`src/ebs_pkg.sv`:
```
// Shared types and constants of the eyelid blink sequencer.
// Used by ebs_ctrl, ebs_dp and the eyelid_blink_sequencer top level.
`timescale 1ns / 1ps

package ebs_pkg;

  // Fixed-point layout: lid factor in Q1.15, 32768 is fully closed
  localparam int FRAC_BITS = 15;
  localparam int T_W       = 15;
  localparam int LEN_W     = 21;
  localparam int DLY_W     = 25;
  localparam int DIV_STEPS = 15;

  localparam logic [15:0] ONE_Q     = 16'h8000;
  localparam logic [15:0] WIDEN_TOL = 16'd32;

  // Command codes
  localparam logic [2:0] OP_TICK    = 3'd0;
  localparam logic [2:0] OP_BLINK   = 3'd1;
  localparam logic [2:0] OP_CLOSE   = 3'd2;
  localparam logic [2:0] OP_WIDEN   = 3'd3;
  localparam logic [2:0] OP_NORMAL  = 3'd4;
  localparam logic [2:0] OP_SET_GAP = 3'd5;

  // Lid modes
  localparam logic [2:0] MODE_IDLE     = 3'd0;
  localparam logic [2:0] MODE_CLOSING  = 3'd1;
  localparam logic [2:0] MODE_OPENING  = 3'd2;
  localparam logic [2:0] MODE_F_CLOSE  = 3'd3;
  localparam logic [2:0] MODE_F_WIDEN  = 3'd4;
  localparam logic [2:0] MODE_F_NORMAL = 3'd5;

  // Configuration register indexes
  localparam logic [2:0] REG_INT_MIN    = 3'd0;
  localparam logic [2:0] REG_INT_SPAN   = 3'd1;
  localparam logic [2:0] REG_CLOSE_MIN  = 3'd2;
  localparam logic [2:0] REG_CLOSE_SPAN = 3'd3;
  localparam logic [2:0] REG_OPEN_MIN   = 3'd4;
  localparam logic [2:0] REG_OPEN_SPAN  = 3'd5;
  localparam logic [2:0] REG_PAUSE      = 3'd6;
  localparam logic [2:0] REG_FORCED     = 3'd7;

  typedef enum logic [3:0] {
    ACT_NONE,
    ACT_START_BLINK,
    ACT_F_CLOSE,
    ACT_F_WIDEN,
    ACT_F_NORMAL,
    ACT_SET_GAP,
    ACT_END_HOLD,
    ACT_END_NORMAL,
    ACT_RAMP,
    ACT_PAUSE_HOLD,
    ACT_TO_OPEN,
    ACT_TO_IDLE
  } act_t;

  typedef enum logic [1:0] {
    DRAW_CLOSE,
    DRAW_OPEN,
    DRAW_INTERVAL
  } draw_t;

  typedef enum logic [1:0] {
    MUL_SQ,
    MUL_SM,
    MUL_LERP,
    MUL_DRAW
  } mul_t;

  typedef struct packed {
    logic  capture;
    logic  apply;
    act_t  act;
    draw_t draw_sel;
    logic  mul_go;
    mul_t  mul_sel;
    logic  div_load;
    logic  div_step;
    logic  use_smooth;
    logic  out_load;
    logic  changed;
  } cmd_t;

  typedef struct packed {
    logic [2:0] op;
    logic [2:0] mode;
    logic       forced;
    logic       dt_ge_len;
    logic       due;
    logic       pause_hold;
    logic       widen_same;
  } sts_t;

endpackage

```
`src/ebs_ctrl.sv`:
```
// Sequencing state machine of the eyelid blink sequencer.
// Depends on ebs_pkg; drives ebs_dp through cmd_t and reads sts_t.
`timescale 1ns / 1ps

module ebs_ctrl #(
  parameter bit USE_SMOOTHSTEP = 1'b1
) (
  input  logic          clk,
  input  logic          rst_n,
  input  logic          in_valid,
  output logic          in_stall,
  output logic          out_valid,
  input  logic          out_stall,
  input  ebs_pkg::sts_t sts,
  output ebs_pkg::cmd_t cmd
);

  typedef enum logic [3:0] {
    S_IDLE,
    S_DECODE,
    S_DRAW,
    S_APPLY,
    S_BLINK_EVAL,
    S_DIV,
    S_SQ,
    S_SM,
    S_LERP,
    S_RAMP,
    S_DONE
  } state_t;

  state_t         state_r, state_nxt;
  ebs_pkg::act_t  act_r, act_nxt;
  ebs_pkg::draw_t draw_r, draw_nxt;
  logic           changed_r, changed_nxt;
  logic           smooth_r, smooth_nxt;
  logic [3:0]     cnt_r, cnt_nxt;
  logic           out_valid_r, out_valid_nxt;
  logic           forced_mode;

  assign forced_mode = (sts.mode == ebs_pkg::MODE_F_CLOSE) ||
                       (sts.mode == ebs_pkg::MODE_F_WIDEN) ||
                       (sts.mode == ebs_pkg::MODE_F_NORMAL);

  assign in_stall  = (state_r != S_IDLE);
  assign out_valid = out_valid_r;

  // Next state and per-cycle commands
  always_comb begin
    state_nxt   = state_r;
    act_nxt     = act_r;
    draw_nxt    = draw_r;
    changed_nxt = changed_r;
    smooth_nxt  = smooth_r;
    cnt_nxt     = cnt_r;

    cmd            = '0;
    cmd.act        = ebs_pkg::ACT_NONE;
    cmd.draw_sel   = draw_r;
    cmd.mul_sel    = ebs_pkg::MUL_SQ;
    cmd.use_smooth = smooth_r;
    cmd.changed    = changed_r;

    unique case (state_r)
      S_IDLE: begin
        if (in_valid) begin
          cmd.capture = 1'b1;
          state_nxt   = S_DECODE;
        end
      end

      S_DECODE: begin
        changed_nxt = 1'b0;
        state_nxt   = S_DONE;
        case (sts.op)
          ebs_pkg::OP_TICK: begin
            if (forced_mode) begin
              if (sts.dt_ge_len) begin
                if (sts.mode == ebs_pkg::MODE_F_NORMAL) begin
                  draw_nxt    = ebs_pkg::DRAW_INTERVAL;
                  act_nxt     = ebs_pkg::ACT_END_NORMAL;
                  changed_nxt = 1'b1;
                  state_nxt   = S_DRAW;
                end else begin
                  cmd.apply = 1'b1;
                  cmd.act   = ebs_pkg::ACT_END_HOLD;
                end
              end else begin
                cmd.div_load = 1'b1;
                smooth_nxt   = 1'b1;
                changed_nxt  = 1'b1;
                cnt_nxt      = '0;
                state_nxt    = S_DIV;
              end
            end else if (sts.forced) begin
              state_nxt = S_DONE;
            end else if (sts.mode == ebs_pkg::MODE_IDLE && sts.due) begin
              draw_nxt  = ebs_pkg::DRAW_CLOSE;
              act_nxt   = ebs_pkg::ACT_START_BLINK;
              state_nxt = S_DRAW;
            end else begin
              state_nxt = S_BLINK_EVAL;
            end
          end
          ebs_pkg::OP_BLINK: begin
            draw_nxt  = ebs_pkg::DRAW_CLOSE;
            act_nxt   = ebs_pkg::ACT_START_BLINK;
            state_nxt = S_DRAW;
          end
          ebs_pkg::OP_CLOSE: begin
            if (sts.mode != ebs_pkg::MODE_F_CLOSE) begin
              cmd.apply = 1'b1;
              cmd.act   = ebs_pkg::ACT_F_CLOSE;
            end
          end
          ebs_pkg::OP_WIDEN: begin
            if (!sts.widen_same) begin
              cmd.apply = 1'b1;
              cmd.act   = ebs_pkg::ACT_F_WIDEN;
            end
          end
          ebs_pkg::OP_NORMAL: begin
            if (sts.mode != ebs_pkg::MODE_F_NORMAL && sts.forced) begin
              cmd.apply = 1'b1;
              cmd.act   = ebs_pkg::ACT_F_NORMAL;
            end
          end
          ebs_pkg::OP_SET_GAP: begin
            cmd.apply = 1'b1;
            cmd.act   = ebs_pkg::ACT_SET_GAP;
          end
          default: begin
            state_nxt = S_DONE;
          end
        endcase
      end

      S_DRAW: begin
        cmd.mul_go  = 1'b1;
        cmd.mul_sel = ebs_pkg::MUL_DRAW;
        state_nxt   = S_APPLY;
      end

      S_APPLY: begin
        cmd.apply = 1'b1;
        cmd.act   = act_r;
        if (sts.op == ebs_pkg::OP_TICK && act_r == ebs_pkg::ACT_START_BLINK) begin
          state_nxt = S_BLINK_EVAL;
        end else begin
          state_nxt = S_DONE;
        end
      end

      // Advance a blink that is closing or opening
      S_BLINK_EVAL: begin
        state_nxt = S_DONE;
        if (sts.mode == ebs_pkg::MODE_CLOSING || sts.mode == ebs_pkg::MODE_OPENING) begin
          changed_nxt = 1'b1;
          if (sts.dt_ge_len) begin
            if (sts.mode == ebs_pkg::MODE_CLOSING) begin
              if (sts.pause_hold) begin
                cmd.apply = 1'b1;
                cmd.act   = ebs_pkg::ACT_PAUSE_HOLD;
              end else begin
                draw_nxt  = ebs_pkg::DRAW_OPEN;
                act_nxt   = ebs_pkg::ACT_TO_OPEN;
                state_nxt = S_DRAW;
              end
            end else begin
              draw_nxt  = ebs_pkg::DRAW_INTERVAL;
              act_nxt   = ebs_pkg::ACT_TO_IDLE;
              state_nxt = S_DRAW;
            end
          end else begin
            cmd.div_load = 1'b1;
            smooth_nxt   = USE_SMOOTHSTEP;
            cnt_nxt      = '0;
            state_nxt    = S_DIV;
          end
        end
      end

      // One quotient bit per cycle
      S_DIV: begin
        cmd.div_step = 1'b1;
        cnt_nxt      = cnt_r + 4'd1;
        if (cnt_r == 4'(ebs_pkg::DIV_STEPS - 1)) begin
          state_nxt = smooth_r ? S_SQ : S_LERP;
        end
      end

      S_SQ: begin
        cmd.mul_go  = 1'b1;
        cmd.mul_sel = ebs_pkg::MUL_SQ;
        state_nxt   = S_SM;
      end

      S_SM: begin
        cmd.mul_go  = 1'b1;
        cmd.mul_sel = ebs_pkg::MUL_SM;
        state_nxt   = S_LERP;
      end

      S_LERP: begin
        cmd.mul_go  = 1'b1;
        cmd.mul_sel = ebs_pkg::MUL_LERP;
        state_nxt   = S_RAMP;
      end

      S_RAMP: begin
        cmd.apply = 1'b1;
        cmd.act   = ebs_pkg::ACT_RAMP;
        state_nxt = S_DONE;
      end

      // Hand the result to the output register once it is free
      S_DONE: begin
        if (!out_valid_r || !out_stall) begin
          cmd.out_load = 1'b1;
          state_nxt    = S_IDLE;
        end
      end

      default: begin
        state_nxt = S_IDLE;
      end
    endcase

    out_valid_nxt = cmd.out_load ? 1'b1 : (out_valid_r && out_stall);
  end

  // Hold state and registered controls
  always_ff @(posedge clk) begin
    if (!rst_n) begin
      state_r     <= S_IDLE;
      act_r       <= ebs_pkg::ACT_NONE;
      draw_r      <= ebs_pkg::DRAW_CLOSE;
      changed_r   <= 1'b0;
      smooth_r    <= 1'b0;
      cnt_r       <= '0;
      out_valid_r <= 1'b0;
    end else begin
      state_r     <= state_nxt;
      act_r       <= act_nxt;
      draw_r      <= draw_nxt;
      changed_r   <= changed_nxt;
      smooth_r    <= smooth_nxt;
      cnt_r       <= cnt_nxt;
      out_valid_r <= out_valid_nxt;
    end
  end

endmodule

```
`src/ebs_dp.sv`:
```
// Datapath of the eyelid blink sequencer: configuration, lid state,
// serial divider, shared multiplier and output register. Depends on ebs_pkg.
`timescale 1ns / 1ps

module ebs_dp (
  input  logic          clk,
  input  logic          rst_n,
  input  logic          cfg_wr_en,
  input  logic [2:0]    cfg_index,
  input  logic [23:0]   cfg_wdata,
  input  logic [2:0]    in_op,
  input  logic [31:0]   in_now_us,
  input  logic [15:0]   in_gap,
  input  logic [15:0]   in_rand_draw,
  output logic [15:0]   out_lid_factor,
  output logic          out_changed,
  output logic [2:0]    out_mode,
  input  ebs_pkg::cmd_t cmd,
  output ebs_pkg::sts_t sts
);

  // Configuration registers
  logic [23:0] int_min_r, int_span_r;
  logic [19:0] close_min_r, close_span_r, open_min_r, open_span_r;
  logic [19:0] pause_r, forced_r;

  // Captured item
  logic [2:0]  op_r;
  logic [31:0] now_r;
  logic [15:0] gap_r;
  logic [15:0] rand_r;

  // Lid state
  logic [2:0]                  mode_r;
  logic [15:0]                 factor_r, rest_r, ramp_from_r, ramp_to_r;
  logic                        forced_r_flag;
  logic [31:0]                 phase_start_r;
  logic [ebs_pkg::LEN_W-1:0]   len_r;
  logic [ebs_pkg::DLY_W-1:0]   delay_r;

  // Divider and multiplier
  logic [ebs_pkg::LEN_W-1:0]   rem_r;
  logic [ebs_pkg::T_W-1:0]     t_r;
  logic [40:0]                 prod_r;

  // Output register
  logic [15:0] out_lid_r;
  logic        out_changed_r;
  logic [2:0]  out_mode_r;

  logic [31:0]               dt;
  logic [15:0]               gap_sat, wdiff;
  logic [23:0]               draw_min, draw_span;
  logic [ebs_pkg::DLY_W-1:0] draw_val;
  logic [15:0]               lp_from, lp_to, lp_diff;
  logic                      lp_up;
  logic [16:0]               lp_step;
  logic [15:0]               lerp_val;
  logic [23:0]               mul_a;
  logic [16:0]               mul_b;
  logic [ebs_pkg::LEN_W:0]   rem_sh;
  logic                      rem_ge;

  assign gap_sat = (in_gap > ebs_pkg::ONE_Q) ? ebs_pkg::ONE_Q : in_gap;
  assign dt      = now_r - phase_start_r;
  assign wdiff   = (ramp_to_r >= gap_r) ? (ramp_to_r - gap_r) : (gap_r - ramp_to_r);

  // Status toward the controller
  always_comb begin
    sts.op         = op_r;
    sts.mode       = mode_r;
    sts.forced     = forced_r_flag;
    sts.dt_ge_len  = dt >= 32'(len_r);
    sts.due        = dt >= 32'(delay_r);
    sts.pause_hold = (pause_r != '0) && (dt < (32'(len_r) + 32'(pause_r)));
    sts.widen_same = (mode_r == ebs_pkg::MODE_F_WIDEN) && (wdiff <= ebs_pkg::WIDEN_TOL);
  end

  // Random draw: min + ((rand * span) >> 16)
  always_comb begin
    case (cmd.draw_sel)
      ebs_pkg::DRAW_CLOSE: begin
        draw_min  = 24'(close_min_r);
        draw_span = 24'(close_span_r);
      end
      ebs_pkg::DRAW_OPEN: begin
        draw_min  = 24'(open_min_r);
        draw_span = 24'(open_span_r);
      end
      default: begin
        draw_min  = int_min_r;
        draw_span = int_span_r;
      end
    endcase
    draw_val = ebs_pkg::DLY_W'(draw_min) + prod_r[40:16];
  end

  // Interpolation endpoints follow the mode
  always_comb begin
    case (mode_r)
      ebs_pkg::MODE_CLOSING: begin
        lp_from = rest_r;
        lp_to   = ebs_pkg::ONE_Q;
      end
      ebs_pkg::MODE_OPENING: begin
        lp_from = ebs_pkg::ONE_Q;
        lp_to   = rest_r;
      end
      default: begin
        lp_from = ramp_from_r;
        lp_to   = ramp_to_r;
      end
    endcase
    lp_up    = lp_to >= lp_from;
    lp_diff  = lp_up ? (lp_to - lp_from) : (lp_from - lp_to);
    lp_step  = prod_r[31:15];
    lerp_val = lp_up ? (lp_from + lp_step[15:0]) : (lp_from - lp_step[15:0]);
  end

  // Shared multiplier operands
  always_comb begin
    case (cmd.mul_sel)
      ebs_pkg::MUL_SQ: begin
        mul_a = 24'(t_r);
        mul_b = 17'(t_r);
      end
      ebs_pkg::MUL_SM: begin
        mul_a = 24'(prod_r[29:15]);
        mul_b = 17'd98304 - {1'b0, t_r, 1'b0};
      end
      ebs_pkg::MUL_LERP: begin
        mul_a = 24'(lp_diff);
        mul_b = cmd.use_smooth ? prod_r[31:15] : 17'(t_r);
      end
      default: begin
        mul_a = draw_span;
        mul_b = 17'(rand_r);
      end
    endcase
  end

  // Restoring divide step
  assign rem_sh = {rem_r, 1'b0};
  assign rem_ge = rem_sh >= {1'b0, len_r};

  // Configuration, item capture and arithmetic registers
  always_ff @(posedge clk) begin
    if (!rst_n) begin
      int_min_r    <= 24'd2000000;
      int_span_r   <= 24'd6000000;
      close_min_r  <= 20'd50000;
      close_span_r <= 20'd50000;
      open_min_r   <= 20'd100000;
      open_span_r  <= 20'd100000;
      pause_r      <= 20'd0;
      forced_r     <= 20'd150000;
    end else if (cfg_wr_en) begin
      unique case (cfg_index)
        ebs_pkg::REG_INT_MIN:    int_min_r    <= cfg_wdata;
        ebs_pkg::REG_INT_SPAN:   int_span_r   <= cfg_wdata;
        ebs_pkg::REG_CLOSE_MIN:  close_min_r  <= cfg_wdata[19:0];
        ebs_pkg::REG_CLOSE_SPAN: close_span_r <= cfg_wdata[19:0];
        ebs_pkg::REG_OPEN_MIN:   open_min_r   <= cfg_wdata[19:0];
        ebs_pkg::REG_OPEN_SPAN:  open_span_r  <= cfg_wdata[19:0];
        ebs_pkg::REG_PAUSE:      pause_r      <= cfg_wdata[19:0];
        ebs_pkg::REG_FORCED:     forced_r     <= cfg_wdata[19:0];
        default: ;
      endcase
    end
  end

  always_ff @(posedge clk) begin
    if (cmd.capture) begin
      op_r   <= in_op;
      now_r  <= in_now_us;
      gap_r  <= gap_sat;
      rand_r <= in_rand_draw;
    end
    if (cmd.mul_go) begin
      prod_r <= 41'(mul_a) * 41'(mul_b);
    end
    if (cmd.div_load) begin
      rem_r <= dt[ebs_pkg::LEN_W-1:0];
      t_r   <= '0;
    end else if (cmd.div_step) begin
      rem_r <= rem_ge ? ebs_pkg::LEN_W'(rem_sh - {1'b0, len_r}) : rem_sh[ebs_pkg::LEN_W-1:0];
      t_r   <= {t_r[ebs_pkg::T_W-2:0], rem_ge};
    end
    if (cmd.out_load) begin
      out_lid_r     <= factor_r;
      out_mode_r    <= mode_r;
      out_changed_r <= cmd.changed;
    end
  end

  // Lid state updates
  always_ff @(posedge clk) begin
    if (!rst_n) begin
      mode_r        <= ebs_pkg::MODE_IDLE;
      factor_r      <= '0;
      rest_r        <= '0;
      forced_r_flag <= 1'b0;
      ramp_from_r   <= '0;
      ramp_to_r     <= '0;
      phase_start_r <= '0;
      len_r         <= '0;
      delay_r       <= ebs_pkg::DLY_W'(24'd2000000);
    end else if (cmd.apply) begin
      case (cmd.act) inside
        ebs_pkg::ACT_START_BLINK: begin
          mode_r        <= ebs_pkg::MODE_CLOSING;
          forced_r_flag <= 1'b0;
          phase_start_r <= now_r;
          len_r         <= draw_val[ebs_pkg::LEN_W-1:0];
        end
        ebs_pkg::ACT_F_CLOSE, ebs_pkg::ACT_F_WIDEN, ebs_pkg::ACT_F_NORMAL: begin
          forced_r_flag <= 1'b1;
          ramp_from_r   <= factor_r;
          len_r         <= ebs_pkg::LEN_W'(forced_r);
          phase_start_r <= now_r;
          if (cmd.act == ebs_pkg::ACT_F_CLOSE) begin
            ramp_to_r <= ebs_pkg::ONE_Q;
            mode_r    <= ebs_pkg::MODE_F_CLOSE;
          end else if (cmd.act == ebs_pkg::ACT_F_WIDEN) begin
            ramp_to_r <= gap_r;
            mode_r    <= ebs_pkg::MODE_F_WIDEN;
          end else begin
            ramp_to_r <= rest_r;
            mode_r    <= ebs_pkg::MODE_F_NORMAL;
          end
        end
        ebs_pkg::ACT_SET_GAP: begin
          rest_r <= gap_r;
          if (mode_r == ebs_pkg::MODE_IDLE) begin
            factor_r <= gap_r;
          end
        end
        ebs_pkg::ACT_END_HOLD: begin
          factor_r <= ramp_to_r;
        end
        ebs_pkg::ACT_END_NORMAL: begin
          factor_r      <= ramp_to_r;
          mode_r        <= ebs_pkg::MODE_IDLE;
          forced_r_flag <= 1'b0;
          phase_start_r <= now_r;
          delay_r       <= draw_val;
        end
        ebs_pkg::ACT_RAMP: begin
          factor_r <= lerp_val;
        end
        ebs_pkg::ACT_PAUSE_HOLD: begin
          factor_r <= ebs_pkg::ONE_Q;
        end
        ebs_pkg::ACT_TO_OPEN: begin
          mode_r        <= ebs_pkg::MODE_OPENING;
          phase_start_r <= now_r;
          len_r         <= draw_val[ebs_pkg::LEN_W-1:0];
          factor_r      <= ebs_pkg::ONE_Q;
        end
        ebs_pkg::ACT_TO_IDLE: begin
          mode_r   <= ebs_pkg::MODE_IDLE;
          factor_r <= rest_r;
          delay_r  <= draw_val;
        end
        default: ;
      endcase
    end
  end

  assign out_lid_factor = out_lid_r;
  assign out_changed    = out_changed_r;
  assign out_mode       = out_mode_r;

endmodule

```
`src/eyelid_blink_sequencer.sv`:
```
// Top level of the eyelid blink sequencer.
// Depends on ebs_pkg, ebs_ctrl and ebs_dp.
`timescale 1ns / 1ps

// The block takes one timestamped command at a time and returns one result
// item per command. A command that only changes state is decoded and, where it
// needs a random time, passes through the draw and apply states; a tick that
// starts a blink with zero closing time draws the opening time as well. A tick
// that interpolates the lid runs the serial divider for the 15-bit phase
// fraction and then the shared multiplier: three passes (square, smoothstep,
// lerp) for a forced ramp and for a blink ramp with smoothstep, and only the
// lerp pass for a blink ramp without smoothstep. Stalls on the result side
// hold a finished command until the output register is free. A new item is
// taken as soon as the previous one has moved into the output register, even
// while that result still waits.

module eyelid_blink_sequencer #(
  parameter bit USE_SMOOTHSTEP = 1'b1
) (
  input  logic        clk,
  input  logic        rst_n,
  input  logic        cfg_wr_en,
  input  logic [2:0]  cfg_index,
  input  logic [23:0] cfg_wdata,
  input  logic        in_valid,
  output logic        in_stall,
  input  logic [2:0]  in_op,
  input  logic [31:0] in_now_us,
  input  logic [15:0] in_gap,
  input  logic [15:0] in_rand_draw,
  output logic        out_valid,
  input  logic        out_stall,
  output logic [15:0] out_lid_factor,
  output logic        out_changed,
  output logic [2:0]  out_mode
);

  ebs_pkg::cmd_t cmd;
  ebs_pkg::sts_t sts;

  ebs_ctrl #(
    .USE_SMOOTHSTEP(USE_SMOOTHSTEP)
  ) u_ctrl (
    .clk       (clk),
    .rst_n     (rst_n),
    .in_valid  (in_valid),
    .in_stall  (in_stall),
    .out_valid (out_valid),
    .out_stall (out_stall),
    .sts       (sts),
    .cmd       (cmd)
  );

  ebs_dp u_dp (
    .clk            (clk),
    .rst_n          (rst_n),
    .cfg_wr_en      (cfg_wr_en),
    .cfg_index      (cfg_index),
    .cfg_wdata      (cfg_wdata),
    .in_op          (in_op),
    .in_now_us      (in_now_us),
    .in_gap         (in_gap),
    .in_rand_draw   (in_rand_draw),
    .out_lid_factor (out_lid_factor),
    .out_changed    (out_changed),
    .out_mode       (out_mode),
    .cmd            (cmd),
    .sts            (sts)
  );

endmodule
```
`config.mk`:
```
export PLATFORM = sky130hd
export DESIGN_NAME = eyelid_blink_sequencer
export DESIGN_NICKNAME = d
export VERILOG_FILES = /design/src/ebs_pkg.sv /design/src/ebs_ctrl.sv /design/src/ebs_dp.sv /design/src/eyelid_blink_sequencer.sv
export SDC_FILE = /design/constraint.sdc
export NUM_CORES = 2
export LEC_CHECK = 0
export ABC_AREA = 1
export BUFFER_PORTS_ARGS = -buffer_cell sky130_fd_sc_hd__buf_4
export CAP_MARGIN = 20
export CORE_MARGIN = 5
export CORE_UTILIZATION = 25
export CTS_BUF_LIST = sky130_fd_sc_hd__clkbuf_4
export DETAILED_ROUTE_END_ITERATION = 8
export SLEW_MARGIN = 0
export SYNTH_ARGS = -nofsm -noshare
export SYNTH_HDL_FRONTEND = slang
export SYNTH_SLANG_ARGS = --single-unit
```
`constraint.sdc`:
```
create_clock -name clk -period 12.57 [get_ports clk]
set_clock_uncertainty 0.1 [all_clocks]
set_input_delay 0 -clock clk [delete_from_list [all_inputs] [get_ports clk]]
set_output_delay 0 -clock clk [all_outputs]
set_load 0.01 [all_outputs]
```
# After elaboration in Yosys (flattened, before gate mapping)
# Index checks and enable logic that the tools add are counted.
# Widths: inputs -> output; s select.
[totals]
latch_bits = 0
rom_bits = 0
memories = 0
mem_bits_rw = 0
register_bits = 495
[classes]
n_reduce_logical = 51
shifts = 0
div_mod_pow = 0
order_cmp = 8
mux = 138
n_bitwise = 4
n_addsub = 12
mul = 1
n_eq_ne = 69
[op_table]
columns = ["op", "n"]
rows = [
  ["$mux 32", 8],
  ["$mux 21", 11],
  ["$mux 16", 13],
  ["$mux 25", 5],
  ["$mux 4", 26],
  ["$pmux 24 s2", 2],
  ["$sub 16x16->16", 5],
  ["$pmux 24 s3", 1],
  ["$pmux 16 s2", 2],
  ["$pmux 17 s3", 1],
  ["$mux 5", 10],
  ["$pmux 4 s11", 1],
  ["$mul 24x17->41", 1],
  ["$mux 3", 11],
  ["$eq 4x3->1 const B", 8],
  ["$eq 4x4->1 const B", 8],
  ["$ge 16x16->1", 2],
  ["$ge 32x21->1", 1],
  ["$ge 32x25->1", 1],
  ["$lt 32x32->1", 1],
  ["$sub 32x32->32", 1],
  ["$add 24x25->25", 1],
  ["$mux 1", 25],
  ["$pmux 5 s5", 1],
  ["50 further kinds", 137],
]

# Depth between registers and ports, before layout
[logic_depth]
depth_word = 18
mapped_depth = 55

# Cells and area by module
# A second synthesis with hierarchy kept.
[hier_totals]
cells_unflattened = 5639
area_unflattened_um2 = 42474.5
[by_module_without_submodules]
columns = ["module", "cells_each", "seq_area_each_um2", "area_each_um2", "instances"]
rows = [
  ["ebs_dp", 5394, 10610.2, 41053.1, 1],
  ["ebs_ctrl", 245, 340.3, 1421.4, 1],
]

# Worst setup path after synthesis
# Ideal clock, no wire load.
[synth_path]
kind = "reg-to-reg"
startpoint = "register u_dp.mode_r[2]"
endpoint = "register u_dp.prod_r[31] (data pin)"
setup_time_ns = 0.258
arrival_ns = 9.105
setup_slack_ns = 3.107
period_less_slack_ns = 9.463
required_time_ns = 12.212
n_path_buf = 5
stages_incl_launch_ff = 51
cell_sequence = "dfxtp_1 -> nor2_1 -> nand2_2 -> nand2_1 -> clkbuf_1 -> buf_1 -> o22ai_1 -> inv_1 -> ha_1 -> nand2_1 -> inv_1 -> a21oi_1 -> nor2_1 -> a211oi_1 -> nand2_1 -> buf_4 -> buf_4 -> o221ai_1 -> [... 15 more ...] -> inv_1 -> fa_1 -> inv_1 -> ha_1 -> a21oi_1 -> o221ai_1 -> a21oi_1 -> inv_1 -> a21oi_1 -> inv_1 -> a21oi_1 -> o21ai_0 -> nand3_1 -> nand2_1 -> nand2_1 -> o211ai_1 -> a21oi_1 -> xnor2_1"
[synth_via]
elab_chain_cells = 6
[synth_lines]
columns = ["item", "line_no", "rtl"]
rows = [
  ["start, declared", "ebs_dp.sv:34", "logic [2:0] mode_r;"],
  ["start signal, assigned", "ebs_dp.sv:199", "mode_r <= ebs_pkg::MODE_IDLE;"],
  ["start signal, assigned", "ebs_dp.sv:211", "mode_r <= ebs_pkg::MODE_CLOSING;"],
  ["start signal, assigned", "ebs_dp.sv:223", "mode_r <= ebs_pkg::MODE_F_CLOSE;"],
  ["$eq 3x2->1 / $eq 3x1->1 (equally long branches)", "ebs_dp.sv:100", "case (mode_r)"],
  ["$pmux 16 s2", "ebs_dp.sv:100", ""],
  ["$sub 16x16->16 / $ge 16x16->1 (equally long branches)", "ebs_dp.sv:115, ebs_dp.sv:114", ""],
  ["$mux 16 *", "ebs_dp.sv:115", "lp_diff = lp_up ? (lp_to - lp_from) : (lp_from - lp_to);"],
  ["$pmux 24 s3 *", "ebs_dp.sv:122", "case (cmd.mul_sel)"],
  ["$mul 24x17->41 *", "ebs_dp.sv:180", "prod_r <= 41'(mul_a) * 41'(mul_b);"],
  ["end signal, assigned", "ebs_dp.sv:180", ""],
  ["end, declared", "ebs_dp.sv:44", "logic [40:0] prod_r;"],
]
# Every way passes the cells marked *; elsewhere a longest branch is shown, timed or not.
# A chain may end at the register's enable or synchronous reset.

# Worst setup path after layout
[layout_path]
startpoint = "register u_dp.mode_r[2]"
endpoint = "register u_dp.prod_r[40] (data pin)"
# The elaborated chain is that of the path after synthesis.

==> results.cfg <==
[run_status]
status = completed

[timing]
rsz0062_at_grt = false
max_freq_ghz = 0.0867
post-route-min-period_ns = 11.53
setup_slack_ns = 1.04
hold_viol = 0
slew_violations = 0
tightestPinTransition_ns = 1.10
timing.setup.tns_ns = 0
relSlewSlack_pct = 26.4
min_period_over_period_pct = 91.7
setup_violations = 0

[floorplan]
initial_core_util_pct = 25.1
coreArea_mm2 = 0.173
dieArea_mm2 = 0.182
fp-row-count = 153
io_pins = 121
die_h_um = 427
die_w_um = 427

[grt]
grt_use_total_pct = 16.3
gr-total-overflow = 0
antenna_found_initial = 7
grt_pass1_wl_um = 234000
grt_pass1_vias = 41000
grt_max_degree = 117

[placement]
place_ws_ns = 0.911
placed_area_mm2 = 0.0467
port_buffers = 120
gp_congestion = 0.954
dp_hpwl_um = 115000

[finish]
drive_gt1_share_pct = 7.42
final_cell_mix = 1,157 x nand2_1, 981 x inv_1, 749 x nor2_1
multi_input_area_mm2 = 0.0277
design_area_mm2 = 0.0514
fillers = 18700
area_growth_pct = 18.4
regArea_mm2 = 0.0110
fin_nets = 7078
utilization_pct = 29.7
final_common_cell = nand2_1

[logic_synthesis]
async_reset_ff_share_pct = 0
avgSynthCellArea_um2 = 7.33
synth_cell_types = 71
synth-seq-cells = 480
syn-cell-area_mm2 = 0.0434
ys_seq_area_share_pct = 25.2
syn_inst = 5921
synth_edf_count = 134
synthFlopType = dfxtp_1
yosys_warnings = 0

[clocking]
cts_tree = built
cts_setup_buffers = 0
htreeDepth = 4
tritoncts.num_buffers = 142
clock_sinks = 480
clockBufferDepth = 3
cts.reportedPaths.clkPinSlew_ns = 0.06
clk-insertion-delay-late_ns = 1.19
root_buffer = clkbuf_4

[worst_setup_path]
cpPeakStageDelay_ns = 0.55
cp-end-kind = register
worstSetupPathType = register to register
cp_slowest_cell = fa_1
cp.arrival_ns = 12.35
cp_common_cell = inv_1
crit_fanout = 19
start_kind = register
ff2ff_setup_slack_ns = 1.04
cp.required_ns = 13.39

[drt]
post_drt_wl_per_cell_um = 17.4
remaining_drc_errors = 0
drt_first_iter_violations = 3367
wl_um = 152000
ant_nets = 0
viasPerCell = 4.70
firstDrtPassIters = 9
vias = 41000

[flow_run]
maxCapViolations = 0

[hold_path]
hold_class = input port to register
[sequential cells by signal, indices dropped and copies added, names as in the netlist, 20 cells and up]
name / flops
u_dp.pause_r: 20
u_dp.len_r: 21
u_dp.int_span_r: 24
u_dp.open_min_r: 20
u_dp.int_min_r: 24
u_dp.phase_start_r: 32
u_dp.rem_r: 21
u_dp.delay_r: 25
u_dp.open_span_r: 20
u_dp.close_min_r: 20
u_dp.now_r: 32
u_dp.prod_r: 26
u_dp.close_span_r: 20
u_dp.forced_r: 20
[Yosys cell counts (all sizes together) (21+ instances only)]
| cell | n | area (um^2) |
|---|---|---|
| nand2 | 1171 | 4440 |
| inv | 994 | 3730 |
| nor2 | 765 | 2920 |
| o21ai | 421 | 2120 |
| a21oi | 399 | 2000 |
| ha | 354 | 4430 |
| dfxtp | 346 | 6930 |
| fa | 334 | 6690 |
| nand3 | 232 | 1180 |
| clkbuf | 174 | 676 |
| edfxtp | 134 | 4020 |
| xor2 | 97 | 850 |
| o22ai | 74 | 463 |
| buf | 59 | 333 |
| nor3 | 47 | 240 |
| xnor2 | 43 | 377 |
| a211oi | 39 | 293 |
| nand4 | 36 | 225 |
| a31oi | 28 | 175 |
| o211ai | 21 | 158 |
[area by class of cell]
type                       count  area share (%)
antenna                        7          0.0341
clock buffer                 212            3.10
clock inverter                39           0.545
inverter                    1003            7.34
multi-input combinational   4211            54.0
sequential                   480            21.3
tap                         2325            5.66
timing repair buffer         453            8.03
[through the flow]
stage	hold slack, ns	instances
after floorplan	-0.00113	5927
after global placement	0.0797	8194
after detailed placement	0.0795	8194
after CTS	0.00286	8722
after global routing	0.0209	8726
final	0.0980	8730
[critical path, delay by kind of cell, from the launching register on]
family	cells	cell delay, ns
adder cells (fa/ha/maj)	9	4.03
XOR/XNOR	1	0.09
buffers and inverters	11	1.67
AND/OR/NAND/NOR	12	2.25
AO/OA/AOI/OAI	14	2.86
flip-flops	1	0.36
[repair_timing]
| item | 4_1_cts | 5_1_grt |
|---|---|---|
| endpoints found under the hold margin | 477 | 0 |
| endpoints found under the setup margin | 0 | 4 |
| hold buffers | 277 | 0 |
| gates resized for setup | 0 | 2 |
[kinds of logic after synthesis]
kind of cell	count (synthesis)	synth area share [%]
AOI/OAI and AO/OA	1082	13.9
xor gates and xnor gates	140	2.83
adders and majority gates	688	25.6
buffers and inverters	1236	11.0
DFF	480	25.2
muxes	2	0.0461
other	2	0.0173
and+or+nand+nor	2291	21.4
[final timing paths]
kind / from / endpoint / cells after the start
worst max register to register: u_dp.mode_r[2] / u_dp.prod_r[40] / 47
worst min register to register: u_ctrl.changed_r / u_dp.out_changed / 0
worst max-delay path: u_dp.mode_r[2] / u_dp.prod_r[40] / 47
worst min-delay path: in_rand_draw[9] / u_dp.rand_r[9] / 3
[per-layer routing]
| metal | track usage [%] | part of all wire, % | up-vias |
|---|---|---|---|
| met5 | 0 | 0.019 | - |
| met4 | 6.95 | 4.6 | 4 |
| met3 | 3.38 | 7.1 | 339 |
| met2 | 27.2 | 46 | 1391 |
| met1 | 20.5 | 42 | 19600 |
| li1 | - | - | 19700 |
Power is left out: the tool's default activity adds up to more than one toggle a clock period on the data nets, which glitch-free logic cannot reach.
